### config.mk
export PLATFORM = sky130hd
export DESIGN_NAME = serial_command_pwm_controller
export DESIGN_NICKNAME = d
export VERILOG_FILES = /design/src/rtl/scpc_pkg.sv /design/src/rtl/scpc_mac.sv /design/src/rtl/serial_command_pwm_controller.sv
export SDC_FILE = /design/constraint.sdc
export NUM_CORES = 1
export LEC_CHECK = 0
export BUFFER_PORTS_ARGS = -buffer_cell sky130_fd_sc_hd__buf_2
export CORE_AREA = 2 2 206 208
export CTS_CLUSTER_DIAMETER = 120
export DETAILED_ROUTE_END_ITERATION = 7
export DIE_AREA = 0 0 208 210
export PLACE_DENSITY_LB_ADDON = 0.3
export SETUP_SLACK_MARGIN = 0.2
export SLEW_MARGIN = 40
export SYNTH_ARGS = -nofsm -noshare
export SYNTH_HDL_FRONTEND = slang
export SYNTH_SLANG_ARGS = --single-unit
### constraint.sdc
create_clock -name clk -period 23.5 [get_ports clk]
set_clock_uncertainty 0.1 [all_clocks]
set_input_delay 4.7 -clock clk [delete_from_list [all_inputs] [get_ports clk]]
set_output_delay 4.7 -clock clk [all_outputs]
set_load 0.005 [all_outputs]
### src/rtl/scpc_pkg.sv
// shared types and constants for the serial command pwm controller
// used by scpc_mac and serial_command_pwm_controller; no dependencies
package scpc_pkg;

	localparam int LINE_CAP_DEF = 30;

	// command transfer payload
	typedef struct packed {
		logic       req_type;
		logic [7:0] rx_byte;
		logic [9:0] adc_sample;
	} cmd_item_t;

	// report transfer payload
	typedef struct packed {
		logic [1:0]         report_kind;
		logic signed [15:0] report_value;
		logic [9:0]         pwm_duty;
		logic               emergency_active;
	} rpt_item_t;

	// request codes
	localparam logic REQ_BYTE      = 1'b0;
	localparam logic REQ_EMERGENCY = 1'b1;

	// report codes
	localparam logic [1:0] KIND_NOTICE  = 2'd0;
	localparam logic [1:0] KIND_TEMP    = 2'd1;
	localparam logic [1:0] KIND_PERCENT = 2'd2;

	// characters
	localparam logic [7:0] CHAR_NUL     = 8'd0;
	localparam logic [7:0] CHAR_NEWLINE = 8'd10;
	localparam logic [7:0] CHAR_ZERO    = 8'd48;

	// command words
	localparam int TEMP_LEN = 9;
	localparam int REAN_LEN = 8;
	localparam int CTRL_LEN = 5;
	localparam logic [7:0] TEMP_WORD [TEMP_LEN] = '{"l", "e", "e", "r", "_", "t", "e", "m", "p"};
	localparam logic [7:0] REAN_WORD [REAN_LEN] = '{"r", "e", "a", "n", "u", "d", "a", "r"};
	localparam logic [7:0] CTRL_WORD [CTRL_LEN] = '{"c", "t", "r", "l", ":"};

	// shared multiply-add unit
	localparam int MAC_W = 19;
	typedef logic signed [MAC_W-1:0]   mac_op_t;
	typedef logic signed [2*MAC_W-1:0] mac_res_t;

	typedef struct packed {
		logic    en;
		mac_op_t a;
		mac_op_t b;
		mac_op_t c;
	} mac_req_t;

	// fixed-point constants
	localparam int TEMP_SLOPE  = 205;
	localparam int TEMP_OFFSET = 56320;
	localparam int TEMP_SHIFT  = 10;
	localparam int DUTY_SCALE  = 1023;
	localparam int DUTY_MAX    = 1023;
	localparam int PCT_MAX     = 100;
	localparam int RECIP_100   = 167773;
	localparam int RECIP_SHIFT = 24;

endpackage

### src/rtl/scpc_mac.sv
// shared signed multiply-add unit with a registered result
// depends on scpc_pkg
module scpc_mac
	import scpc_pkg::*;
(
	input  logic     clk,
	input  mac_req_t req,
	output mac_res_t res
);

	mac_res_t res_q;

	always_ff @(posedge clk) begin
		if (req.en) begin
			res_q <= mac_res_t'(req.a * req.b) + mac_res_t'(req.c);
		end
	end

	assign res = res_q;

endmodule

### src/rtl/serial_command_pwm_controller.sv
// top level of the serial command pwm controller: line memory, sequencer, report register
// depends on scpc_pkg and scpc_mac
//
// Serial bytes and emergency-pin events arrive one per transfer on the cmd channel; results
// leave on the rpt channel. A non-newline byte (or a zero byte, which is dropped) is stored in
// the cycle of its transfer and the block is ready again on the next cycle. An emergency event
// latches the lockout, forces the duty to 0 and queues a notice. A newline is evaluated by one
// small sequencer: the line memory has a single registered read port, so the first
// min(length, 9) characters are each read and then compared, then a decision is taken, then
// the sequencer drives the one shared multiply-add unit (at most five steps: three of digit
// accumulation and two of percent to duty scaling, or one temperature slope) and hands the
// report over. The block is not ready while a line is evaluated. The report register sits
// between the sequencer and the rpt channel, so new commands are taken while a report waits;
// the sequencer only stalls when it has a second report and the first one has not been taken.
module serial_command_pwm_controller
	import scpc_pkg::*;
#(
	parameter int LINE_CAP = LINE_CAP_DEF
) (
	input  logic      clk,
	input  logic      arst_n,
	input  logic      cmd_valid,
	output logic      cmd_ready,
	input  cmd_item_t cmd,
	output logic      rpt_valid,
	input  logic      rpt_ready,
	output rpt_item_t rpt
);

	localparam int IW = $clog2(LINE_CAP);

	// sequencer states
	localparam logic [3:0] ST_IDLE   = 4'd0;
	localparam logic [3:0] ST_RD     = 4'd1;
	localparam logic [3:0] ST_CMP    = 4'd2;
	localparam logic [3:0] ST_DECIDE = 4'd3;
	localparam logic [3:0] ST_DIG    = 4'd4;
	localparam logic [3:0] ST_PCT    = 4'd5;
	localparam logic [3:0] ST_DUTY_A = 4'd6;
	localparam logic [3:0] ST_DUTY_B = 4'd7;
	localparam logic [3:0] ST_DUTY_C = 4'd8;
	localparam logic [3:0] ST_TEMP_A = 4'd9;
	localparam logic [3:0] ST_TEMP_B = 4'd10;
	localparam logic [3:0] ST_EMIT   = 4'd11;

	logic [3:0] state_q;

	// line memory and its fill position
	logic [7:0]    line_mem [LINE_CAP];
	logic [7:0]    rd_data_q;
	logic [IW-1:0] rd_addr;
	logic [IW-1:0] line_len_q;
	logic [IW-1:0] eval_len_q;

	// scan of the stored line
	logic [3:0] scan_idx_q;
	logic [3:0] scan_lim_q;
	logic       temp_ok_q;
	logic       rean_ok_q;
	logic       ctrl_ok_q;
	logic [7:0] dig_q [3];
	logic [3:0] dig_pos;

	// digit loop
	logic [1:0] dig_idx_q;
	logic [1:0] dig_cnt_q;

	// architectural state
	logic               lock_q;
	logic signed [15:0] pct_q;
	logic [9:0]         duty_q;
	logic [9:0]         adc_q;

	// pending report
	logic [1:0]         emit_kind_q;
	logic signed [15:0] emit_val_q;

	// report register
	logic      rpt_valid_q;
	rpt_item_t rpt_q;

	// shared unit
	mac_req_t mac_req;
	mac_res_t mac_res;

	logic cmd_xfer;
	logic emit_go;
	logic temp_hit;
	logic rean_hit;
	logic ctrl_hit;
	logic num_ok;

	logic signed [MAC_W-1:0] temp_num;
	logic signed [MAC_W-1:0] temp_adj;
	logic signed [15:0]      temp_val;

	assign cmd_ready = (state_q == ST_IDLE);
	assign cmd_xfer  = cmd_valid && cmd_ready;
	assign emit_go   = (state_q == ST_EMIT) && (!rpt_valid_q || rpt_ready);

	assign rd_addr = IW'(scan_idx_q);
	assign dig_pos = scan_idx_q - 4'd5;

	// length checks on the captured line
	assign temp_hit = temp_ok_q && (eval_len_q == IW'(TEMP_LEN));
	assign rean_hit = rean_ok_q && (eval_len_q == IW'(REAN_LEN));
	assign ctrl_hit = ctrl_ok_q && (eval_len_q >= IW'(CTRL_LEN));
	// one to three characters after the prefix
	assign num_ok   = (eval_len_q >= IW'(CTRL_LEN + 1)) && (eval_len_q <= IW'(CTRL_LEN + 3));

	// temperature: truncate toward zero when dividing by 1024
	assign temp_num = mac_res[MAC_W-1:0];
	assign temp_adj = temp_num + (temp_num[MAC_W-1] ? MAC_W'((1 << TEMP_SHIFT) - 1) : '0);
	assign temp_val = 16'(temp_adj >>> TEMP_SHIFT);

	// line memory: one write at the byte transfer, one registered read
	always_ff @(posedge clk) begin
		if (cmd_xfer && cmd.req_type == REQ_BYTE && cmd.rx_byte != CHAR_NUL
			&& cmd.rx_byte != CHAR_NEWLINE) begin
			line_mem[line_len_q] <= cmd.rx_byte;
		end
		rd_data_q <= line_mem[rd_addr];
	end

	// operand selection for the shared multiply-add unit
	always_comb begin
		mac_req = '0;
		case (state_q)
			ST_DIG: begin
				mac_req.en = 1'b1;
				mac_req.a  = (dig_idx_q == 2'd0) ? '0 : mac_res[MAC_W-1:0];
				mac_req.b  = MAC_W'(10);
				mac_req.c  = $signed({{(MAC_W-8){1'b0}}, dig_q[dig_idx_q]})
					- $signed(MAC_W'(CHAR_ZERO));
			end
			ST_DUTY_A: begin
				mac_req.en = 1'b1;
				mac_req.a  = MAC_W'(pct_q);
				mac_req.b  = MAC_W'(DUTY_SCALE);
			end
			ST_DUTY_B: begin
				mac_req.en = 1'b1;
				mac_req.a  = mac_res[MAC_W-1:0];
				mac_req.b  = MAC_W'(RECIP_100);
			end
			ST_TEMP_A: begin
				mac_req.en = 1'b1;
				mac_req.a  = $signed({{(MAC_W-10){1'b0}}, adc_q});
				mac_req.b  = MAC_W'(TEMP_SLOPE);
				mac_req.c  = -MAC_W'(TEMP_OFFSET);
			end
			default: begin
				mac_req = '0;
			end
		endcase
	end

	scpc_mac u_mac (
		.clk (clk),
		.req (mac_req),
		.res (mac_res)
	);

	// payload registers of the sequencer, no reset needed
	always_ff @(posedge clk) begin
		if (cmd_xfer) begin
			adc_q      <= cmd.adc_sample;
			eval_len_q <= line_len_q;
			scan_lim_q <= (line_len_q > IW'(TEMP_LEN)) ? 4'(TEMP_LEN) : 4'(line_len_q);
			scan_idx_q <= '0;
			temp_ok_q  <= 1'b1;
			rean_ok_q  <= 1'b1;
			ctrl_ok_q  <= 1'b1;
		end
		if (state_q == ST_CMP) begin
			// compare one stored character against every command word
			if (scan_idx_q < 4'(TEMP_LEN) && rd_data_q != TEMP_WORD[scan_idx_q]) begin
				temp_ok_q <= 1'b0;
			end
			if (scan_idx_q < 4'(REAN_LEN) && rd_data_q != REAN_WORD[scan_idx_q[2:0]]) begin
				rean_ok_q <= 1'b0;
			end
			if (scan_idx_q < 4'(CTRL_LEN) && rd_data_q != CTRL_WORD[scan_idx_q[2:0]]) begin
				ctrl_ok_q <= 1'b0;
			end
			// keep the digits after the prefix
			if (scan_idx_q >= 4'(CTRL_LEN) && scan_idx_q < 4'(CTRL_LEN + 3)) begin
				dig_q[dig_pos[1:0]] <= rd_data_q;
			end
			scan_idx_q <= scan_idx_q + 4'd1;
		end
		if (state_q == ST_DECIDE) begin
			dig_idx_q <= '0;
			dig_cnt_q <= 2'(eval_len_q - IW'(CTRL_LEN));
		end
		if (state_q == ST_DIG) begin
			dig_idx_q <= dig_idx_q + 2'd1;
		end
	end

	// sequencer and architectural state
	always_ff @(posedge clk or negedge arst_n) begin
		if (!arst_n) begin
			state_q     <= ST_IDLE;
			line_len_q  <= '0;
			lock_q      <= 1'b0;
			pct_q       <= '0;
			duty_q      <= '0;
			emit_kind_q <= KIND_NOTICE;
			emit_val_q  <= '0;
		end else begin
			case (state_q)
				ST_IDLE: begin
					if (cmd_xfer) begin
						if (cmd.req_type == REQ_EMERGENCY) begin
							lock_q      <= 1'b1;
							duty_q      <= '0;
							emit_kind_q <= KIND_NOTICE;
							emit_val_q  <= '0;
							state_q     <= ST_EMIT;
						end else if (cmd.rx_byte == CHAR_NEWLINE) begin
							// the line is consumed whatever it holds
							line_len_q <= '0;
							state_q    <= (line_len_q == '0) ? ST_DECIDE : ST_RD;
						end else if (cmd.rx_byte != CHAR_NUL) begin
							// write position wraps at the line capacity
							line_len_q <= (line_len_q == IW'(LINE_CAP - 1)) ? '0
								: line_len_q + IW'(1);
						end
					end
				end
				ST_RD: begin
					state_q <= ST_CMP;
				end
				ST_CMP: begin
					state_q <= (scan_idx_q + 4'd1 == scan_lim_q) ? ST_DECIDE : ST_RD;
				end
				ST_DECIDE: begin
					if (lock_q) begin
						if (rean_hit) begin
							lock_q  <= 1'b0;
							state_q <= ST_IDLE;
						end else if (temp_hit || ctrl_hit) begin
							emit_kind_q <= KIND_NOTICE;
							emit_val_q  <= '0;
							state_q     <= ST_EMIT;
						end else begin
							state_q <= ST_IDLE;
						end
					end else if (temp_hit) begin
						state_q <= ST_TEMP_A;
					end else if (ctrl_hit) begin
						// empty or over-long number keeps the previous percent
						state_q <= num_ok ? ST_DIG : ST_DUTY_A;
					end else begin
						state_q <= ST_IDLE;
					end
				end
				ST_DIG: begin
					if (dig_idx_q + 2'd1 == dig_cnt_q) begin
						state_q <= ST_PCT;
					end
				end
				ST_PCT: begin
					pct_q   <= mac_res[15:0];
					state_q <= ST_DUTY_A;
				end
				ST_DUTY_A: begin
					emit_kind_q <= KIND_PERCENT;
					emit_val_q  <= pct_q;
					// out-of-range percents saturate without the divide
					if (pct_q < 16'sd0) begin
						duty_q  <= '0;
						state_q <= ST_EMIT;
					end else if (pct_q > 16'(PCT_MAX)) begin
						duty_q  <= 10'(DUTY_MAX);
						state_q <= ST_EMIT;
					end else begin
						state_q <= ST_DUTY_B;
					end
				end
				ST_DUTY_B: begin
					state_q <= ST_DUTY_C;
				end
				ST_DUTY_C: begin
					// divide by 100 through the scaled reciprocal
					duty_q  <= mac_res[RECIP_SHIFT +: 10];
					state_q <= ST_EMIT;
				end
				ST_TEMP_A: begin
					state_q <= ST_TEMP_B;
				end
				ST_TEMP_B: begin
					emit_kind_q <= KIND_TEMP;
					emit_val_q  <= temp_val;
					state_q     <= ST_EMIT;
				end
				ST_EMIT: begin
					if (emit_go) begin
						state_q <= ST_IDLE;
					end
				end
				default: begin
					state_q <= ST_IDLE;
				end
			endcase
		end
	end

	// report register, loaded when empty or being drained
	always_ff @(posedge clk or negedge arst_n) begin
		if (!arst_n) begin
			rpt_valid_q <= 1'b0;
		end else if (emit_go) begin
			rpt_valid_q <= 1'b1;
		end else if (rpt_ready) begin
			rpt_valid_q <= 1'b0;
		end
	end

	always_ff @(posedge clk) begin
		if (emit_go) begin
			rpt_q.report_kind      <= emit_kind_q;
			rpt_q.report_value     <= emit_val_q;
			rpt_q.pwm_duty         <= duty_q;
			rpt_q.emergency_active <= lock_q;
		end
	end

	assign rpt_valid = rpt_valid_q;
	assign rpt       = rpt_q;

endmodule

==> results.toml, run 1 <==
[outcome]
run_status = "finished, final reports clean"

[synth]
yosys_register_bits = 305
ys.flop_type = "edfxtp_1"
syn_area_per_cell_sq_um = 11.3
ys_warn_count = 0
synth_fp_nets = 2487
synth-edff-count = 237
yosysSeqAreaShare_pct = 38.0
yosysUniqueCellTypes = 67
syn_area_sq_um = 23100
syn_inst = 2039
async_flop_share_pct = 18.0

[die]
io_pins = 54
rows = 75
die_y_um = 210
die_area_sq_um = 43700
die_w_um = 208
coreArea_sq_um = 41500
start_util_pct = 55.6

[critical_path]
critPathCaptureType = "register"
crit_buf_inv = 5
cpLargestDelayFamily = "adder cells"
startpoint_type = "register"
worstPathRequired_ns = 23.68
startpoint = "state_q[2]"
worstPathMaxFanout = 19
critical_path_class = "register to register"
worstPathArrival_ns = 9.70
max_stage_delay_ns = 0.67
regToRegStartpoint = "state_q[2]"
cp_common_cell = "fa_1"
slowest_stage = "or2_1"
rrSetupSlack_ns = 13.98

[clocking]
cts-root-buf = "clkbuf_16"
clk_latency_ns = 0.56
cts_tree = "done"
clkTransAtPathRegs_ns = 0.06
cts_buffers = 35
htree_levels = 2
cts_buffer_depth = 3
postCtsHoldBufs = 0
cts.sinks = 305
cts_resized = 0
post_cts_buffers = 0

[sta]
min_period_ns = 9.52
setup_viol = 0
finalSetupTns_ns = 0
rsz0062_at_grt = "false"
slew_headroom_pct = 42.2
fin_worst_hold_slack_ns = 0.347
drv_slew = 0
clock.fmax_ghz = 0.105
worst_pin_slew_ns = 0.864
timing.final.crit_share_pct = 40.5
hold_viol = 0

[pwr]
vdd_drop_max_v = 0.0000854
p_leak_nw = 11.7
total_power_mw = 1.97
pwr_density_cell_nw_per_um2 = 78.4

[placement]
hpwlAfterDp_um = 42700
place.gp.congestion = 0.970
port_buffers = 53

[global_routing]
grt_overflow = 0
grt_antenna_before_repair = 0
grt_max_degree = 57
grt_pass1_wl_um = 88800
grt_usage_pct = 26.5
grt_pass1_vias = 15700

[cells_and_area]
insertedDiodeCount = 0
fillers = 3343
drive_above_1_share_pct = 8.40
fin_util_pct = 60.5
nets = 2541
area_growth_pct = 8.79

[routing]
via_per_inst = 5.69
drc = 0
ant_nets = 0
routed_wl_um = 56000
first_pass_iters = 6
dr_total_vias = 15100
wl_per_cell_um = 21.0
drtIter0Drc = 1289

[hold_path]
hp-class = "register to register"
holdCritStartpoint = "emit_val_q[1]"

[run]
drv_cap = 0
kinds of logic (layout without fill, tap and decap cells):
group	count (synthesis)	count (layout)	synth area share, %
buf+inv	489	570	8.05
fa+ha+maj	425	425	31.7
simple gates	402	402	8.11
flops	305	305	38.0
compound gates	279	279	7.54
mux	74	74	4.23
xor+xnor	65	65	2.47
layout by cell type, fill, tap and decap left out, types with 9 or more instances in the layout:
cell / synthesis / final
mux2i_1: 40 / 39
mux2_2: 17 / 17
nand2_1: 141 / 141
mux4_2: 17 / 17
o211ai_1: 9 / 9
o221ai_1: 17 / 17
a31oi_1: 12 / 12
nor2_1: 115 / 108
nand2b_1: 12 / 12
clkbuf_16: 0 / 35
inv_1: 438 / 437
nor3_1: 19 / 18
nand4_1: 9 / 9
nand3_1: 18 / 18
a21o_1: 21 / 21
dfxtp_1: 13 / 13
ha_1: 161 / 161
buf_2: 8 / 53
and2_1: 38 / 38
a21oi_1: 119 / 119
and3_1: 9 / 9
fa_1: 264 / 264
buf_4: 1 / 10
xnor2_1: 39 / 39
o22ai_1: 12 / 12
dfrtp_1: 55 / 55
clkinv_1: 0 / 9
xor2_1: 26 / 26
edfxtp_1: 237 / 237
o21ai_0: 44 / 43
Yosys cell counts (7+ instances only):
cell type	count	area share [%]
a31oi_1	12	0.33
xor2_1	26	0.99
nor2b_1	8	0.22
mux2i_1	40	1.7
buf_2	8	0.17
dfrtp_1	55	6.0
a21o_1	21	0.68
edfxtp_1	237	31
nor3_1	19	0.41
o221ai_1	17	0.65
xnor2_1	39	1.5
ha_1	161	8.7
inv_1	438	7.1
and2_1	38	1.0
o22ai_1	12	0.33
a21oi_1	119	2.6
clkbuf_1	39	0.63
dfxtp_1	13	1.1
o211ai_1	9	0.29
nand2_1	141	2.3
nand3_1	18	0.39
nand4_1	9	0.24
and3_1	9	0.24
nor2_1	115	1.9
o21ai_0	44	0.95
mux2_2	17	0.83
mux4_2	17	1.7
nand2b_1	12	0.33
fa_1	264	23
or2_2	7	0.19
per-stage QoR:
stage | cells | cell area, sq um | setup slack, ns
after global placement | 2592 | 23900 | 14.10
after detailed placement | 2594 | 24000 | 13.89
after CTS | 2658 | 25100 | 13.85
after global routing | 2659 | 25100 | 13.56
final | 2659 | 25100 | 13.98
after floorplan | 2039 | 23100 | 15.87
state kept, by name, summed over array words and instances (netlist names), 4 cells and up, named ones only:
signal and cells:
adc_q 10, dig_q 24, duty_q 10, emit_val_q 16
eval_len_q 5, line_len_q 5, line_mem 128, pct_q 16
rd_data_q 8, rpt 29, scan_idx_q 4, scan_lim_q 4
state_q 4, u_mac.res 29
per-layer routing:
| metal | up-vias | share of wire [%] | GRT usage [%] |
|---|---|---|---|
| met5 | - | 0 | 0 |
| met4 | 0 | 3.8 | 9.05 |
| met2 | 636 | 47 | 42.5 |
| met3 | 133 | 7.1 | 4.32 |
| li1 | 6811 | - | - |
| met1 | 7555 | 42 | 37.2 |
where the power goes:
part           leakage [nW]  internal, mW  switching [mW]
logic                  8.20         0.244           0.382
registers              2.98         0.695           0.112
clock network         0.549         0.303           0.233
total                  11.7          1.24           0.726
worst paths after layout:
path,depth (start not counted),endpoint
max,25,u_mac.res[33]
min,0,rpt[12]
max reg2reg,25,u_mac.res[33]
min reg2reg,0,rpt[12]
max in group asynchronous,2,emit_val_q[5]
min in group asynchronous,2,duty_q[7]
final cells by class:
type                       count  area, sq um  share of cell area (%)
clock buffer                  40          905                    3.61
multi-input combinational   1245        12500                    49.8
clock inverter                24          210                   0.838
sequential                   305         8750                    34.9
tap                          539          674                    2.69
timing repair buffer          68          417                    1.66
inverter                     438         1640                    6.55
Note: power is estimated with default switching activity, not from simulation.
==> inputs of run 2 (changes only) <==
--- a/config.mk
+++ b/config.mk
@@ -5,11 +5,12 @@
 export SDC_FILE = /design/constraint.sdc
 export NUM_CORES = 1
 export LEC_CHECK = 0
+export ABC_AREA = 1
 export BUFFER_PORTS_ARGS = -buffer_cell sky130_fd_sc_hd__buf_2
-export CORE_AREA = 2 2 206 208
+export CORE_AREA = 2 2 209 211
 export CTS_CLUSTER_DIAMETER = 120
 export DETAILED_ROUTE_END_ITERATION = 7
-export DIE_AREA = 0 0 208 210
+export DIE_AREA = 0 0 211 213
 export PLACE_DENSITY_LB_ADDON = 0.3
 export SETUP_SLACK_MARGIN = 0.2
 export SLEW_MARGIN = 40
==> constraint.sdc (replaced) <==
create_clock -name clk -period 8 [get_ports clk]
set_clock_uncertainty 0.1 [all_clocks]
set_input_delay 1.6 -clock clk [delete_from_list [all_inputs] [get_ports clk]]
set_output_delay 1.6 -clock clk [all_outputs]
set_load 0.005 [all_outputs]
==> results.toml, run 2 <==
[synth]
async_flop_share_pct = 18.0
syn_inst = 2490
ys_warn_count = 0
yosysTopAreaCellShare_pct = 30.0
syn_area_per_cell_sq_um = 9.54
yosys-top-cells-count = "inv_1, nand2_1, fa_1"
yosys_register_bits = 305
yosysUniqueCellTypes = 51
yosysTopAreaCell = "edfxtp_1"
yosysSeqAreaShare_pct = 36.8
ys.flop_type = "edfxtp_1"
synth-edff-count = 237
yosysMostFrequentCell = "inv_1"
synth.area.top_cells = "edfxtp_1, fa_1, inv_1"
syn_area_sq_um = 23800
synth_fp_nets = 2938

[critical_path]
critical_path_class = "register to register"
worstPathRequired_ns = 8.19
critPathCaptureType = "register"
slowest_stage = "fa_1"
max_stage_delay_ns = 0.53
startpoint_type = "register"
cp_common_cell = "fa_1"
worstPathMaxFanout = 10
worstPathArrival_ns = 7.70

[cells_and_area]
drive_above_1_share_pct = 8.50
fin_util_pct = 61.7
final_common_cell = "inv_1"
multiInputGateArea_sq_um = 12700
regMostFlops = "line_mem"
most-common-layout-cells = "inv_1, nand2_1, fa_1, edfxtp_1, nor2_1"
nets = 3034
stdcell_count = 3158
fin_area_sq_um = 26300
fillers = 3521
seqCellArea_sq_um = 8750
area_growth_pct = 10.8
largest_register_ffs = 128
insertedDiodeCount = 0

[routing]
routed_wl_um = 60800
first_pass_iters = 6
via_per_inst = 5.48
ant_nets = 0
drtIter0Drc = 1443
drc = 0
wl_per_cell_um = 19.2
dr_total_vias = 17300

[clocking]
cts_tree = "done"
cts.sinks = 305
cts-root-buf = "clkbuf_16"
cts_buffers = 34
clk_latency_ns = 0.55
clkTransAtPathRegs_ns = 0.06
htree_levels = 2
cts_buffer_depth = 3

[outcome]
run_status = "finished, final reports clean"

[placement]
dpl-instance-area_sq_um = 24900
place.gp.congestion = 1.00
port_buffers = 53
hpwlAfterDp_um = 48300
place.detailed.instances = 3091
pre_cts_ws_ns = 0.175

[sta]
rsz0062_at_grt = "true"
finalSetupTns_ns = 0
fin_worst_hold_slack_ns = 0.347
fin_ws_ns = 0.497
setup_viol = 0
slew_headroom_pct = 41.8
worst_pin_slew_ns = 0.869
timing.final.crit_share_pct = 93.8
clock.fmax_ghz = 0.133
drv_slew = 0
hold_viol = 0
min_period_ns = 7.50

[die]
die_y_um = 213
die_area_sq_um = 44900
io_pins = 54
rows = 76
coreArea_sq_um = 42700
start_util_pct = 55.6
die_w_um = 211

[global_routing]
grt_pass1_wl_um = 96600
grt_overflow = 0
grt_pass1_vias = 17800
grt_antenna_before_repair = 0
grt_max_degree = 67
grt_usage_pct = 28.2

[pwr]
switching_share_pct = 38.6
p_comb_share_pct = 34.1
p_clk_share_pct = 28.5
vdd_drop_max_v = 0.000242
p_leak_nw = 13.0
pwr-share-seq_pct = 37.4
power.switching_mw = 2.38
internal-power_mw = 3.79
pwr_density_cell_nw_per_um2 = 234
total_power_mw = 6.17

[hold_path]
hp-class = "register to register"

[run]
drv_cap = 0
==> run 2: cell types whose count changed after synthesis, sizes merged, moves of 12 or more <==
| cell | previous run | this run |
|---|---|---|
| nand2 | 141 | 380 |
| inv | 438 | 594 |
| nor2 | 115 | 255 |
| o21ai | 44 | 141 |
| nand3 | 18 | 104 |
| a21oi | 119 | 69 |
| mux2i | 40 | 1 |
| and2 | 38 | 1 |
| xnor2 | 39 | 8 |
| mux2 | 17 | 0 |
| mux4 | 17 | 0 |
| a21o | 21 | 5 |
| o31ai | 6 | 18 |
==> run 2: timing repair <==
| action | CTS | global route |
|---|---|---|
| resized for setup | 1 | 23 |
| endpoints found under the setup margin | 2 | 15 |
| setup buffers | 0 | 5 |
| hold buffers | 0 | 0 |
| pin swaps | 0 | 4 |
==> run 2: worst paths after layout <==
check                            endpoint  slack (ns)  cells past startpoint      startpoint
hold / removal                    rpt[25]        0.35                      0  emit_val_q[14]
max in group asynchronous       duty_q[3]        6.36                      2          arst_n
setup / recovery            u_mac.res[31]        0.50                     29      state_q[0]
min in group asynchronous  emit_kind_q[0]        1.04                      2          arst_n
hold reg to reg                   rpt[25]        0.35                      0  emit_val_q[14]
setup reg to reg            u_mac.res[31]        0.50                     29      state_q[0]
==> run 2: power by group through the flow <==
| stage | logic, mW | registers, mW | clock network (mW) |
|---|---|---|---|
| 3_5_place_dp | 2.06 | 2.32 | 0 |
| 4_1_cts | 2.08 | 2.30 | 1.77 |
| 5_1_grt | 2.38 | 2.34 | 1.83 |
| 2_1_floorplan | 1.49 | 2.21 | 0 |
| 6_report | 2.11 | 2.31 | 1.76 |
| 3_3_place_gp | 2.00 | 2.31 | 0 |
==> run 2: final cells by class <==
type,instances,area share [%]
multi-input combinational,1546,48.3
sequential,305,33.3
inverter,595,8.50
clock buffer,35,3.28
tap,546,2.60
timing repair buffer,104,2.50
clock inverter,27,1.54
==> run 2: cell families after synthesis <==
group	after synthesis	share of synthesized area, %
compound gates	304	7.46
fa+ha+maj	425	30.7
simple gates	776	13.3
mux	1	0.0421
buf+inv	639	10.1
xor+xnor	40	1.51
flops	305	36.8
==> run 2: worst max-delay path: cells and delay by family (launching register included) <==
kind / cells / cell delay, ns
flops: 1 / 0.42
compound gates: 2 / 0.80
simple gates: 11 / 1.32
fa+ha+maj: 8 / 3.91
buf+inv: 8 / 0.69
==> run 2: routing by layer <==
layer  GRT usage [%]  share of wire (%)
met5               0                  0
met1            37.9                 41
met2            46.8                 47
met3            4.66                7.2
met4            10.0                3.8
